### config.mk
export PLATFORM = sky130hd
export DESIGN_NAME = rrr_class_offset_coder
export DESIGN_NICKNAME = d
export VERILOG_FILES = /design/src/hdl/rcoc_pkg.sv /design/src/hdl/rcoc_class_rom.sv /design/src/hdl/rcoc_stage.sv /design/src/hdl/rrr_class_offset_coder.sv
export SDC_FILE = /design/constraint.sdc
export NUM_CORES = 1
export LEC_CHECK = 0
export ABC_CLOCK_PERIOD_IN_PS = 17400
export BUFFER_PORTS_ARGS = -buffer_cell sky130_fd_sc_hd__buf_2
export CORE_MARGIN = 4
export CORE_UTILIZATION = 35
export CTS_CLUSTER_DIAMETER = 120
export CTS_CLUSTER_SIZE = 25
export DETAILED_ROUTE_END_ITERATION = 16
export RECOVER_POWER = 25
export SETUP_SLACK_MARGIN = 0.4
export SYNTH_ARGS = -nofsm -noshare
export SYNTH_HDL_FRONTEND = slang
export SYNTH_HIERARCHICAL = 1
export SYNTH_SLANG_ARGS = --single-unit
### constraint.sdc
create_clock -name clk -period 17.4 [get_ports clk]
set_input_delay 0.87 -clock clk [delete_from_list [all_inputs] [get_ports clk]]
set_output_delay 0.87 -clock clk [all_outputs]
set_load 0.01 [all_outputs]
### src/hdl/rcoc_pkg.sv
// Shared types, constants and constant tables for the class/offset coder.
`timescale 1ns / 1ps

package rcoc_pkg;

  // Block geometry and field widths.
  localparam int BLOCK_BITS  = 15;
  localparam int CLS_W       = 4;   // class field and bit-position index width
  localparam int OFF_W       = 13;  // offset field width
  localparam int STAGE_STEPS = 3;   // bit positions handled by one pipeline stage
  localparam int NUM_STAGES  = BLOCK_BITS / STAGE_STEPS;

  // Binomial coefficients C(n, k) for n, k in 0..BLOCK_BITS; zero where k > n.
  typedef logic [BLOCK_BITS:0][BLOCK_BITS:0][OFF_W-1:0] binom_tab_t;

  // Per-class entry: number of blocks in the class and the offset length.
  typedef struct packed {
    logic [OFF_W-1:0] size;
    logic [CLS_W-1:0] obits;
  } rcoc_class_t;

  typedef rcoc_class_t [BLOCK_BITS:0] class_tab_t;

  // Payload that travels down the pipeline.
  typedef struct packed {
    logic             mode;    // 0 encode, 1 decode
    logic [14:0]      block;   // input block, echoed in encode mode
    logic [CLS_W-1:0] ones;    // class
    logic [OFF_W-1:0] offset;  // encode accumulator, decode echo
    logic [CLS_W-1:0] seen;    // encode: ones seen so far
    logic [CLS_W-1:0] left;    // decode: ones still to place
    logic [OFF_W-1:0] rem;     // decode: remaining rank
    logic [14:0]      built;   // decode: block under construction
    logic             bad;     // decode offset out of range
    logic [CLS_W-1:0] obits;   // offset length for the class
  } rcoc_item_t;

  // Pascal's triangle, evaluated at elaboration.
  function automatic binom_tab_t build_binom();
    binom_tab_t t;
    t = '0;
    for (int n = 0; n <= BLOCK_BITS; n++) begin
      t[n][0] = OFF_W'(1);
      for (int k = 1; k <= n; k++) begin
        t[n][k] = t[n-1][k-1] + t[n-1][k];
      end
    end
    return t;
  endfunction

  localparam binom_tab_t BINOM = build_binom();

  // Class size and offset length, ceil(log2(size)) but at least one bit.
  function automatic class_tab_t build_class();
    class_tab_t t;
    int         b;
    int         c;
    t = '0;
    for (int k = 0; k <= BLOCK_BITS; k++) begin
      c = int'(BINOM[BLOCK_BITS][k]);
      b = 1;
      for (int i = 1; i < OFF_W; i++) begin
        if ((1 << b) < c) begin
          b = b + 1;
        end
      end
      t[k].size  = BINOM[BLOCK_BITS][k];
      t[k].obits = CLS_W'(b);
    end
    return t;
  endfunction

  localparam class_tab_t CLASS_TAB = build_class();

endpackage

### src/hdl/rcoc_class_rom.sv
// Class table memory: class size and offset length, with a registered read.
`timescale 1ns / 1ps

module rcoc_class_rom (
  input  logic                           clk,
  input  logic                           en,
  input  logic [rcoc_pkg::CLS_W-1:0]     addr,
  output rcoc_pkg::rcoc_class_t          rd_data
);

  rcoc_pkg::rcoc_class_t mem [rcoc_pkg::BLOCK_BITS+1];

  always_comb begin
    for (int i = 0; i <= rcoc_pkg::BLOCK_BITS; i++) begin
      mem[i] = rcoc_pkg::CLASS_TAB[i];
    end
  end

  always_ff @(posedge clk) begin
    if (en) begin
      rd_data <= mem[addr];
    end
  end

endmodule

### src/hdl/rcoc_stage.sv
// One ranking pipeline stage: three encode and decode bit positions per stage.
`timescale 1ns / 1ps

module rcoc_stage #(
  parameter int STAGE = 0
) (
  input  logic                  clk,
  input  logic                  rst,
  input  logic                  in_valid,
  output logic                  in_ready,
  input  rcoc_pkg::rcoc_item_t  in_item,
  output logic                  out_valid,
  input  logic                  out_ready,
  output rcoc_pkg::rcoc_item_t  out_item
);

  rcoc_pkg::rcoc_item_t item_next;

  // Encode walks positions upward, decode walks them downward.
  always_comb begin
    int                            p_enc;
    int                            p_dec;
    logic [rcoc_pkg::OFF_W-1:0]    c;
    item_next = in_item;
    p_enc     = 0;
    p_dec     = 0;
    c         = '0;
    for (int j = 0; j < rcoc_pkg::STAGE_STEPS; j++) begin
      p_enc = STAGE * rcoc_pkg::STAGE_STEPS + j;
      p_dec = rcoc_pkg::BLOCK_BITS - 1 - p_enc;
      if (!item_next.mode) begin
        if (item_next.block[rcoc_pkg::CLS_W'(p_enc)]) begin
          item_next.seen   = item_next.seen + 1'b1;
          item_next.offset = item_next.offset
                           + rcoc_pkg::BINOM[rcoc_pkg::CLS_W'(p_enc)][item_next.seen];
        end
      end else if (item_next.left != '0) begin
        c = rcoc_pkg::BINOM[rcoc_pkg::CLS_W'(p_dec)][item_next.left];
        if (item_next.rem >= c) begin
          item_next.built[rcoc_pkg::CLS_W'(p_dec)] = 1'b1;
          item_next.rem  = item_next.rem - c;
          item_next.left = item_next.left - 1'b1;
        end
      end
    end
  end

  assign in_ready = !out_valid || out_ready;

  always_ff @(posedge clk) begin
    if (rst) begin
      out_valid <= 1'b0;
    end else if (in_ready) begin
      out_valid <= in_valid;
    end
  end

  always_ff @(posedge clk) begin
    if (in_valid && in_ready) begin
      out_item <= item_next;
    end
  end

endmodule

### src/hdl/rrr_class_offset_coder.sv
// Top level of the class/offset coder for 15-bit succinct bitvector blocks.
// A transaction accepted at the input passes through the input register and then
//   the five ranking stages before it is presented on the output.
// Throughput: one transaction per cycle unless the output stalls; each stage resolves three bit positions.
// Stalls only back up as far as the first empty stage, so bubbles are absorbed.
// Reset clears the valid flags of every stage; payload registers are not reset.
`timescale 1ns / 1ps

module rrr_class_offset_coder (
  input  logic        clk,
  input  logic        rst,
  input  logic        in_valid,
  output logic        in_ready,
  input  logic        mode,
  input  logic [14:0] block_in,
  input  logic [3:0]  ones_in,
  input  logic [12:0] offset_in,
  output logic        out_valid,
  input  logic        out_ready,
  output logic [14:0] block_out,
  output logic [3:0]  ones_out,
  output logic [12:0] offset_out,
  output logic [3:0]  offset_bits,
  output logic        bad_offset
);

  // The stage count follows from the block size and the positions per stage.
  localparam int NUM_STAGES = rcoc_pkg::NUM_STAGES;

  // The entry stage captures the transaction and looks up the class table.
  // The class is the popcount of the block in encode mode and ones_in in
  // decode mode, so the table read can start at the accepting edge.
  logic [rcoc_pkg::CLS_W-1:0] pop;
  logic [rcoc_pkg::CLS_W-1:0] cls;
  rcoc_pkg::rcoc_item_t       r0_item;
  rcoc_pkg::rcoc_item_t       r0_fill;
  logic                       r0_valid;
  logic                       r0_ready;
  logic                       accept;
  rcoc_pkg::rcoc_class_t      cls_info;

  // Pipeline chain: index 0 is the entry stage, index NUM_STAGES the output.
  logic                 chain_valid [NUM_STAGES+1];
  logic                 chain_ready [NUM_STAGES+1];
  rcoc_pkg::rcoc_item_t chain_item  [NUM_STAGES+1];

  always_comb begin
    pop = '0;
    for (int i = 0; i < rcoc_pkg::BLOCK_BITS; i++) begin
      pop = pop + rcoc_pkg::CLS_W'(block_in[i]);
    end
  end

  assign cls = mode ? ones_in : pop;

  // Starting values: encode accumulates from zero, decode places ones_in
  // ones while walking the rank downward from the top bit position.
  always_comb begin
    r0_fill        = '0;
    r0_fill.mode   = mode;
    r0_fill.block  = block_in;
    r0_fill.ones   = cls;
    r0_fill.offset = mode ? offset_in : '0;
    r0_fill.left   = ones_in;
    r0_fill.rem    = offset_in;
  end

  assign r0_ready = !r0_valid || chain_ready[0];
  assign in_ready = r0_ready;
  assign accept   = in_valid && in_ready;

  always_ff @(posedge clk) begin
    if (rst) begin
      r0_valid <= 1'b0;
    end else if (r0_ready) begin
      r0_valid <= in_valid;
    end
  end

  always_ff @(posedge clk) begin
    if (accept) begin
      r0_item <= r0_fill;
    end
  end

  // The table read is enabled by the same accept as the entry register, so
  // its registered output always belongs to the transaction held there.
  rcoc_class_rom u_class_rom (
    .clk     (clk),
    .en      (accept),
    .addr    (cls),
    .rd_data (cls_info)
  );

  // An offset at or beyond the class size is flagged in decode mode only.
  always_comb begin
    chain_item[0]       = r0_item;
    chain_item[0].bad   = r0_item.mode && (r0_item.offset >= cls_info.size);
    chain_item[0].obits = cls_info.obits;
  end

  assign chain_valid[0] = r0_valid;

  for (genvar s = 0; s < NUM_STAGES; s++) begin : g_stage
    rcoc_stage #(
      .STAGE (s)
    ) u_stage (
      .clk       (clk),
      .rst       (rst),
      .in_valid  (chain_valid[s]),
      .in_ready  (chain_ready[s]),
      .in_item   (chain_item[s]),
      .out_valid (chain_valid[s+1]),
      .out_ready (chain_ready[s+1]),
      .out_item  (chain_item[s+1])
    );
  end

  assign chain_ready[NUM_STAGES] = out_ready;
  assign out_valid               = chain_valid[NUM_STAGES];

  // A decode with a bad offset returns an all-zero block.
  assign block_out   = chain_item[NUM_STAGES].mode
                     ? (chain_item[NUM_STAGES].bad ? '0 : chain_item[NUM_STAGES].built)
                     : chain_item[NUM_STAGES].block;
  assign ones_out    = chain_item[NUM_STAGES].ones;
  assign offset_out  = chain_item[NUM_STAGES].offset;
  assign offset_bits = chain_item[NUM_STAGES].obits;
  assign bad_offset  = chain_item[NUM_STAGES].bad;

  // Encode results never carry the range flag.
  a_encode_not_bad: assert property (@(posedge clk) disable iff (rst)
    out_valid && !chain_item[NUM_STAGES].mode |-> !bad_offset)
    else $error("encode transaction flagged as bad offset");

  // The entry popcount and the per-stage count of ones must agree.
  a_encode_class: assert property (@(posedge clk) disable iff (rst)
    out_valid && !chain_item[NUM_STAGES].mode |-> ones_out == chain_item[NUM_STAGES].seen)
    else $error("encode class disagrees with ones counted by the stages");

  // An in-range decode consumes the whole rank and places every one.
  a_decode_done: assert property (@(posedge clk) disable iff (rst)
    out_valid && chain_item[NUM_STAGES].mode && !bad_offset
    |-> chain_item[NUM_STAGES].left == '0 && chain_item[NUM_STAGES].rem == '0)
    else $error("decode finished with rank or ones left over");

  // An in-range decode yields a block of the requested class.
  a_decode_popcount: assert property (@(posedge clk) disable iff (rst)
    out_valid && chain_item[NUM_STAGES].mode && !bad_offset
    |-> $countones(block_out) == int'(ones_out))
    else $error("decoded block popcount differs from class");

endmodule
# Word level (Yosys, flattened, before mapping)
# Memories as Yosys holds them, arrays and structs flattened. A register that Yosys moved wholly into a read port is not among the register bits.
# Index checks and enable logic that the tools add are counted.
# word_totals
n_memories,23
latch_bits,0
reg_bits,337
in_bits,37
word_cells,318
mem_bits_ro,4848
ram_bits,0
# classes
n_div,0
reduce_logical,42
mul,0
addsub,56
eq_ne,0
bitwise_logic,1
muxes,96
shifts,0
magnitude_cmp,38
# mem_list
memory,depth,word_bits,read_ports,rd_clocked_by_memory_dff,write_ports,line_no,source
(no name shown),16,17,1,1,0,rcoc_class_rom.sv:21,rd_data <= mem[addr];
(no name shown),16,13,1,0,0,rcoc_stage.sv:38,c = rcoc_pkg::BINOM[rcoc_pkg::CLS_W'(p_dec)][item_next.left];
(no name shown),16,13,1,0,0,rcoc_stage.sv:38,
(no name shown),16,13,1,1,0,rcoc_stage.sv:38,
(no name shown),16,13,1,0,0,rcoc_stage.sv:38,
(no name shown),16,13,1,0,0,rcoc_stage.sv:35,+ rcoc_pkg::BINOM[rcoc_pkg::CLS_W'(p_enc)][item_next.seen];
+17 memories,n/a,n/a,n/a,n/a,n/a,n/a,
# ops
op,count
2-to-1 mux 17 bit,56
2-to-1 mux 13 bit,22
>= comparator 13 bit,16
subtractor 13 bit,14
"less-than comparator 4 x 5 -> 1 bit, second input constant",22
adder 13 bit,7
nonzero test 4 bit,15
"subtractor 4 x 1 -> 4 bit, second input constant",14
adder 4 x 1 -> 4 bit,11
"adder 4 x 1 -> 4 bit, second input constant",6
2-to-1 mux 4 bit,6
AND reduction 2 bit,8
2-to-1 mux 15 bit,1
2-to-1 mux 1 bit,10
2-to-1 mux 8 bit,1
logical AND 1 bit,7
logical NOT 1 bit,6
logical OR 1 bit,6
NOT 4 -> 5 bit,1
adder 3 x 1 -> 4 bit,1
adder 2 x 1 -> 3 bit,1
adder 1 x 1 -> 2 bit,1
"adder 1 x 1 -> 2 bit, second input constant",1

# Longest topological paths before layout
# Gate-level depths: netlist of run 1.
# logic_depth
word_depth,19
mapped_depth,32
depth_no_buf,30

# Modules after synthesis
# Netlist of run 1, hierarchy kept.
# modules_own_cells
mod,instances,area_each_um2,cells_each
rcoc_stage at g_stage[2].u_stage,1,5003.5,473
rcoc_stage at g_stage[3].u_stage,1,4347.9,360
rcoc_stage at g_stage[4].u_stage,1,4317.9,370
rcoc_stage at g_stage[1].u_stage,1,4126.5,338
rcoc_stage at g_stage[0].u_stage,1,3950.0,315
rrr_class_offset_coder,1,2551.2,211
rcoc_class_rom,1,853.3,71

# Worst setup path after synthesis of run 1
# Ideal clock, no wire load.
# synth_timing
kind,register to register
startpoint,reg g_stage[2].u_stage/out_item[36] (netlist name)
endpoint,reg g_stage[3].u_stage/out_item[36] (netlist name) (data pin)
setup_ns,0.261
synth_period_minus_slack_ns,7.168
slack_ns,10.232
path_buffers,3
t_arrival_ns,6.907
required_ns,17.139
stages_incl_launch_ff,29
cell_sequence,edfxtp_1 > clkbuf_1 > or3_1 > ha_1 > clkbuf_1 > nand4_1 > o2111ai_4 > o21ai_1 > clkbuf_1 > o21ai_0 > inv_1 > ha_1 > inv_1 > ha_1 > nand2_1 > ha_1 > nand3_1 > o31ai_1 > nor2_1 > a21oi_1 > mux2i_1 > ha_1 > nand2_1 > ha_1 > a21oi_1 > nand3b_1 > nor4_4 > nor2_2 > a221o_1
# synth_rtl
item,line_no,source
start: declaration,rcoc_stage.sv:14,output rcoc_pkg::rcoc_item_t out_item
start signal: assignment,rcoc_stage.sv:60,out_item <= item_next;
end signal: assignment,rcoc_stage.sv:60,
end: declaration,rcoc_stage.sv:14,

==> results of run 1 <==
-- power groups by stage --
| stage | Sequential, mW | Combinational [mW] | Clock, mW |
|---|---|---|---|
| floorplan | 1.19 | 0.312 | 0 |
| global placement | 1.20 | 0.390 | 0 |
| detailed placement | 1.20 | 0.401 | 0 |
| CTS | 1.18 | 0.405 | 0.562 |
| global route | 1.18 | 0.458 | 0.599 |
| finish | 1.18 | 0.403 | 0.534 |
-- per-layer routing --
layer / global-route usage, % / vias to the layer above / share of wire (%)
met5: 0 / - / 0
met4: 3.82 / 0 / 2.5
met3: 1.50 / 58 / 3.4
met2: 24.4 / 288 / 50
met1: 17.7 / 7362 / 44
li1: - / 7570 / -
-- worst min-delay path by stage --
stage / slack (ns) / cells past startpoint / startpoint / endpoint
after floorplan: 0.40 / 0 / u_class_rom/rd_data[0] / g_stage[0].u_stage/out_item[0]
after global placement: 0.40 / 0 / g_stage[1].u_stage/out_item[69] / g_stage[2].u_stage/out_item[69]
after detailed placement: 0.40 / 0 / u_class_rom/rd_data[0] / g_stage[0].u_stage/out_item[0]
after CTS: 0.41 / 0 / chain_item[392] / g_stage[0].u_stage/out_item[22]
after global routing: 0.42 / 0 / chain_item[392] / g_stage[0].u_stage/out_item[22]
final: 0.41 / 0 / chain_item[392] / g_stage[0].u_stage/out_item[22]
-- through the flow --
| stage | util, % | setup slack (ns) | instance area [um^2] | total power, mW | instances |
|---|---|---|---|---|---|
| 4_1_cts | 38.2 | 8.30 | 25600 | 2.14 | 2982 |
| 2_1_floorplan | - | 10.23 | 23800 | 1.50 | 2050 |
| 3_3_place_gp | 37.3 | 8.59 | 25000 | 1.59 | 2949 |
| 5_1_grt | 38.1 | 7.28 | 25600 | 2.24 | 2982 |
| 6_report | 38.1 | 8.14 | 25600 | 2.11 | 2982 |
| 3_5_place_dp | 37.3 | 8.34 | 25000 | 1.60 | 2949 |
-- worst max-delay path, cell delays in order (launching register included) --
cell	delay, ns
edfxtp_1	0.55
or3_1	0.49
ha_1	0.48
o21ai_0	0.14
a21oi_1	0.61
o21ai_1	0.50
xnor2_1	0.64
ha_1	0.30
o21ai_0	0.09
mux2i_1	0.30
ha_1	0.21
inv_1	0.06
a21o_1	0.17
a21oi_1	0.37
o2111ai_1	0.52
nor2_1	0.48
a21oi_1	0.35
xor2_1	0.29
ha_1	0.36
nand2_1	0.07
ha_1	0.30
a21oi_1	0.28
nand3b_1	0.22
nor4_4	0.62
nor2_2	0.22
a221o_1	0.35
-- final cells by class --
type	count	share of cell area (%)
Clock buffer	28	2.15
Clock inverter	5	0.225
Inverter	128	1.88
Multi-Input combinational cell	1449	41.7
Sequential cell	412	48.1
Tap cell	873	4.26
Timing Repair Buffer	87	1.72
-- sequential cells by signal, indices dropped and copies added, names as in the netlist --
signal / flops
g_stage.u_stage/out_valid: 5
u_class_rom/rd_data: 15
g_stage.u_stage/out_item: 341
chain_item: 50
r0_valid: 1
==> flow_summary.ini, run 1 <==
[route]
drc = 0
vias_per_cell = 5.12
ant_nets = 0
drtPass1Iterations = 5
drt_iter0_drc = 862
wl_per_cell_um = 16.6
num_vias = 15300
wl_um = 49600

[floorplan]
fp.dieH_um = 268
die_x_um = 268
die_area_mm2 = 0.0719
ioPinCount = 76
initial_utilization_pct = 35.2
placement_rows = 95
core_area_mm2 = 0.0672

[cells_and_area]
area_delta_synth_final_pct = 8.23
layout_commonest_cell = edfxtp_1
fillers = 6364
diodes = 0
drive_gt1_share_pct = 11.0
regArea_mm2 = 0.0123
nets = 2272
multiInputGateArea_mm2 = 0.0107
final_cell_mix = edfxtp_1 (406), nand2_1 (160), nor2_1 (132)

[power_and_ir_drop]
power.switching_uw = 571
power_frac_seq_pct = 55.7
p_sw_share_pct = 27.0
p_comb_share_pct = 19.1
max-vdd-ir-drop_v = 0.0000768
pwr_density_cell_mw_per_mm2 = 82.5
p_leak_nw = 9.03
internal_power_mw = 1.54
clkPwrFrac_pct = 25.2

[timing]
finalCritPeriodShare_pct = 53.2
hold_viol = 0
tns_ns = 0
setup_viol = 0
drv_slew = 0
relSlewSlack_pct = 31.3
fin_skew_ns = 0.0211
fin_hold_ws_ns = 0.408
rsz0062_at_grt = false
fin_crit_ns = 9.26
worstMarginPinSlew_ns = 1.02
max_freq_mhz = 108

[placed_design]
io_buffers = 75
dp_hpwl_um = 37500
place_congestion = 0.871

[setup_path]
cp.arrival_ns = 9.57
cp.required_ns = 17.71
rr_startpoint = g_stage[2].u_stage/out_item[36]
crit_path_end = g_stage[3].u_stage/out_item[36]
path_class = flop to flop
r2r_cells = 25
r2r_slack_ns = 8.14
startpoint = g_stage[2].u_stage/out_item[36]
crit_fanout = 12
startpoint_type = flop
end_kind = flop
r2r_end = g_stage[3].u_stage/out_item[36]

[grt]
grt_overflow = 0
antenna_found_initial = 0
grt_pass1_vias = 15000
grt_max_degree = 71
grt_usage_pct = 13.7
grt_pass1_wl_um = 80000

[clocking]
cts_setup_buffers = 0
insertion_delay_ns = 0.55
cts_buffer_depth = 3
cts_hold_buf = 0
clock-sinks = 412
root_buffer = clkbuf_16
h-tree-depth = 1
numCtsBuffers = 21
clk_pin_slew_ns = 0.11
cts_tree = yes
cts.repair.resized = 0

[synth]
syn_inst = 2024
ys.warnings.count = 6
synth_area_mm2 = 0.0237
postSynthAreaPerCell_um2 = 11.7

[worst_hold_path]
min_path_type = flop to flop

[job]
cap_violations = 0

[outcome]
status = finished, final reports clean
Power figures use the tool's default switching activity.
==> run 2, diff against run 1 <==
--- a/config.mk
+++ b/config.mk
@@ -5,7 +5,8 @@
 export SDC_FILE = /design/constraint.sdc
 export NUM_CORES = 1
 export LEC_CHECK = 0
-export ABC_CLOCK_PERIOD_IN_PS = 17400
+export ABC_AREA = 1
+export ABC_CLOCK_PERIOD_IN_PS = 8600
 export BUFFER_PORTS_ARGS = -buffer_cell sky130_fd_sc_hd__buf_2
 export CORE_MARGIN = 4
 export CORE_UTILIZATION = 35
==> constraint.sdc (replaced) <==
create_clock -name clk -period 8.6 [get_ports clk]
set_input_delay 0.43 -clock clk [delete_from_list [all_inputs] [get_ports clk]]
set_output_delay 0.43 -clock clk [all_outputs]
set_load 0.01 [all_outputs]
==> flow_summary.ini, run 2 <==
[power_and_ir_drop]
max-vdd-ir-drop_v = 0.000140
internal_power_mw = 3.05
clkPwrFrac_pct = 24.8
power_mw = 4.21
power_frac_seq_pct = 56.3
power.switching_mw = 1.16
p_sw_share_pct = 27.5
p_comb_share_pct = 18.8
pwr_density_cell_mw_per_mm2 = 157
p_leak_nw = 11.5

[clocking]
clock-sinks = 412
numCtsBuffers = 20
cts_hold_buf = 0
cts_buffer_depth = 3
h-tree-depth = 1
clk_pin_slew_ns = 0.10
cts_tree = yes
cts.repair.resized = 0
cts_setup_buffers = 0
root_buffer = clkbuf_16
insertion_delay_ns = 0.56

[floorplan]
core_area_mm2 = 0.0700
ioPinCount = 76
die_x_um = 274
placement_rows = 97
fp.dieH_um = 274
initial_utilization_pct = 35.4
die_area_mm2 = 0.0751

[timing]
worstMarginPinSlew_ns = 0.986
setup_viol = 0
fin_hold_ws_ns = 0.0522
relSlewSlack_pct = 33.6
finalCritPeriodShare_pct = 79.0
rsz0062_at_grt = false
setup_ws_ns = 1.80
tns_ns = 0
fin_skew_ns = 0.0355
drv_slew = 0
fin_crit_ns = 6.80
hold_viol = 0
max_freq_mhz = 147

[setup_path]
slowest_stage = edfxtp_1
cp.required_ns = 8.92
end_kind = flop
cp.arrival_ns = 7.12
crit_fanout = 22
crit_path_max_incr_delay_ns = 0.43
crit_path_end = g_stage[3].u_stage/out_item[29]
startpoint = g_stage[2].u_stage/out_item[34]
r2r_slack_ns = 1.80
rr_startpoint = g_stage[2].u_stage/out_item[34]
r2r_cells = 39
path_class = flop to flop
r2r_end = g_stage[3].u_stage/out_item[29]
startpoint_type = flop

[placed_design]
io_buffers = 75
dp_hpwl_um = 36500
place_congestion = 0.846
dpl_worst_slack_ns = 1.78
placed_cell_area_mm2 = 0.0262

[synth]
synth_area_mm2 = 0.0248
ys.warnings.count = 6
syn_inst = 2748
postSynthAreaPerCell_um2 = 9.01

[cells_and_area]
nets = 3008
largest_reg_flops = 341
largest-register = g_stage.u_stage/out_item
diodes = 0
drive_gt1_share_pct = 10.7
fillers = 7094
area_delta_synth_final_pct = 8.10
layout_commonest_cell = nand2_1
design_area_mm2 = 0.0268
final_cell_mix = nand2_1 (689), inv_1 (417), edfxtp_1 (406)

[job]
cap_violations = 0

[route]
wl_per_cell_um = 12.5
vias_per_cell = 4.56
ant_nets = 0
wl_um = 47400
drtPass1Iterations = 5
num_vias = 17300
drc = 0
drt_iter0_drc = 1197

[grt]
grt_pass1_vias = 16400
grt_overflow = 0
grt_max_degree = 75
grt_pass1_wl_um = 79800
grt_usage_pct = 12.7
antenna_found_initial = 0

[outcome]
status = finished, final reports clean

[worst_hold_path]
min_path_type = input port to flop
run 2: cell types whose count changed in the layout (fill, tap and decap cells not counted), moves of 34 or more:
cell     previous run  this run
nand3_1            39       207
nor2_2              2        36
inv_1             128       417
nor2_1            132       219
xnor2_1           103        32
nor2b_1            35         0
nand2_2             4        59
nand2_1           160       689
nand4_1            22        63
inv_2               0        35
run 2: worst min path at each step:
stage | slack, ns | start | cells after the start | endpoint
2_1_floorplan | 0.40 | u_class_rom/rd_data[0] | 0 | g_stage[0].u_stage/out_item[0]
3_3_place_gp | 0.40 | g_stage[3].u_stage/out_item[14] | 0 | g_stage[4].u_stage/out_item[14]
3_5_place_dp | 0.40 | chain_item[396] | 0 | g_stage[0].u_stage/out_item[26]
4_1_cts | 0.008 | block_in[1] | 1 | chain_item[429]
5_1_grt | 0.003 | block_in[1] | 1 | chain_item[429]
6_report | 0.05 | block_in[1] | 1 | chain_item[429]
run 2: area by class of cell:
cell class                 count  area, um^2  share of cell area (%)
timing repair buffer          84         407                    1.52
sequential                   412       12300                    46.0
tap                          940        1180                    4.39
inverter                     455        1710                    6.40
clock inverter                 2        46.3                   0.173
multi-input combinational   1862       10600                    39.5
clock buffer                  30         538                    2.01
run 2: per-layer routing:
metal  vias to the layer above  share of wire, %  GRT usage [%]
met5                         -                 0              0
met4                         0               3.0           3.97
met3                        68               3.2           1.25
met2                       237                49           22.6
met1                      7861                45           16.3
li1                       9112                 -              -
run 2: metrics by stage:
stage	instances	util [%]
after floorplan	2773	-
after global placement	3753	37.4
after detailed placement	3753	37.4
after CTS	3785	38.3
after global routing	3785	38.2
final	3785	38.2
run 2: power by group through the flow:
stage | Clock [mW] | Combinational [mW] | Sequential (mW)
finish | 1.05 | 0.793 | 2.37
global route | 1.18 | 0.930 | 2.38
CTS | 1.10 | 0.801 | 2.37
detailed placement | 0 | 0.797 | 2.42
global placement | 0 | 0.789 | 2.42
floorplan | 0 | 0.626 | 2.41
run 2: worst max-delay path, delay by kind of cell, from the launching register on:
family	cells	cell delay, ns
AO/OA/AOI/OAI	4	0.96
XOR/XNOR	2	0.53
adder cells (fa/ha/maj)	7	1.62
buffers and inverters	2	0.16
flip-flops	1	0.43
AND/OR/NAND/NOR	24	2.84
==> run 3, diff against run 2 <==
--- a/config.mk
+++ b/config.mk
@@ -6,7 +6,7 @@
 export NUM_CORES = 1
 export LEC_CHECK = 0
 export ABC_AREA = 1
-export ABC_CLOCK_PERIOD_IN_PS = 8600
+export ABC_CLOCK_PERIOD_IN_PS = 6420
 export BUFFER_PORTS_ARGS = -buffer_cell sky130_fd_sc_hd__buf_2
 export CORE_MARGIN = 4
 export CORE_UTILIZATION = 35
==> constraint.sdc (replaced) <==
create_clock -name clk -period 6.42 [get_ports clk]
set_input_delay 0.321 -clock clk [delete_from_list [all_inputs] [get_ports clk]]
set_output_delay 0.321 -clock clk [all_outputs]
set_load 0.01 [all_outputs]
==> flow_summary.ini, run 3 (same netlist as run 2, synthesis figures left out) <==
[floorplan]
die_area_mm2 = 0.0751
placement_rows = 97
fp.dieH_um = 274
die_x_um = 274
ioPinCount = 76
core_area_mm2 = 0.0700
initial_utilization_pct = 35.4

[power_and_ir_drop]
p_leak_nw = 11.8
pwr_density_cell_mw_per_mm2 = 210
max-vdd-ir-drop_v = 0.000159

[cells_and_area]
area_delta_synth_final_pct = 11.1
diodes = 0
largest_reg_flops = 341
fillers = 6965
regArea_mm2 = 0.0123
largest-register = g_stage.u_stage/out_item
nets = 3058
layout_commonest_cell = nand2_1
drive_gt1_share_pct = 12.8
multiInputGateArea_mm2 = 0.0108
final_cell_mix = nand2_1 (685), inv_1 (415), edfxtp_1 (406)

[grt]
grt_usage_pct = 12.8
grt.busiest_layer = met2
grt_overflow = 0
grt_pass1_wl_um = 80200
grtUsageMet2_pct = 22.8
met1_usage_pct = 16.7
met3_usage_pct = 1.08
antenna_found_initial = 1
grt_max_degree = 75
grt_pass1_vias = 16400

[setup_path]
crit_fanout = 8
cp.arrival_ns = 6.07
end_kind = flop
startpoint_type = flop
path_class = flop to flop
cp.required_ns = 6.75
slowest_stage = edfxtp_1
crit_path_max_incr_delay_ns = 0.45

[clocking]
clock-sinks = 412
numCtsBuffers = 21
root_buffer = clkbuf_16
cts_buffer_depth = 3
h-tree-depth = 1
clk_pin_slew_ns = 0.10
insertion_delay_ns = 0.57
cts_tree = yes

[timing]
relSlewSlack_pct = 32.6
fin_crit_ns = 5.74
drv_slew = 0
hold_viol = 0
setup_ws_ns = 0.679
finalCritPeriodShare_pct = 89.4
tns_ns = 0
max_freq_mhz = 174
fin_skew_ns = 0.0284
worstMarginPinSlew_ns = 1.01
setup_viol = 0
rsz0062_at_grt = true

[route]
ant_nets = 0
drt_iter0_drc = 1036
vias_per_cell = 4.55
num_vias = 17500
drtPass1Iterations = 7
wl_um = 48500
wl_per_cell_um = 12.7
drc = 0

[job]
cap_violations = 0

[placed_design]
dp_hpwl_um = 36800
dpl_worst_slack_ns = 0.0830
place_congestion = 0.835
io_buffers = 75

[outcome]
status = finished, final reports clean

[worst_hold_path]
min_path_type = input port to flop
## run 3: routing by layer
metal  vias to the layer above  wire length, um
li1                       9230                -
met1                      7948            22200
met2                       226            23700
met3                        59             1500
met4                         0             1150
met5                         -                0
## run 3: repair_timing
action | CTS | global route
setup buffers | 0 | 12
cloned | 0 | 1
endpoints found under the hold margin | 36 | 0
hold buffers | 30 | 0
endpoints found under the setup margin | 24 | 37
pin swaps | 0 | 15
resized for setup | 6 | 41
## run 3: report_power, final
group,internal (mW),switching (mW)
Clock,0.664,0.839
Sequential,3.12,0.0611
Combinational,0.405,0.695
Total,4.19,1.60
## run 3: final cells by class
| class | instances | share of cell area (%) |
|---|---|---|
| inverter | 455 | 6.22 |
| tap | 940 | 4.27 |
| clock buffer | 29 | 2.02 |
| clock inverter | 6 | 0.305 |
| sequential | 412 | 44.7 |
| timing repair buffer | 132 | 3.17 |
| multi-input combinational | 1863 | 39.3 |
## run 3: path summary, 6_finish.rpt
kind | startpoint | endpoint | slack [ns] | cells after the start
min | out_ready | g_stage[4].u_stage/out_valid | 0.09 | 4
max | g_stage[2].u_stage/out_item[34] | g_stage[3].u_stage/out_item[23] | 0.68 | 39
min reg2reg | g_stage[3].u_stage/out_item[9] | g_stage[4].u_stage/out_item[9] | 0.41 | 0
max reg2reg | g_stage[2].u_stage/out_item[34] | g_stage[3].u_stage/out_item[23] | 0.68 | 39
## run 3: critical path: cells and delay by family (launching register included)
kind,cells,cell delay [ns]
buffers and inverters,4,0.32
adder cells (fa/ha/maj),7,1.49
AND/OR/NAND/NOR,21,2.28
AO/OA/AOI/OAI,6,0.79
XOR/XNOR,1,0.15
flip-flops,1,0.45
## run 3: metrics by stage
stage               hold WS [ns]  util, %  instance area, um^2  instances  total power [mW]
floorplan                  0.390        -                24900       2773              4.06
global placement           0.400     37.5                26300       3759              4.30
detailed placement         0.405     37.5                26300       3759              4.31
CTS                       0.0109     38.9                27200       3824              5.85
global route              0.0643     39.3                27500       3837              6.14
finish                    0.0894     39.3                27500       3837              5.78
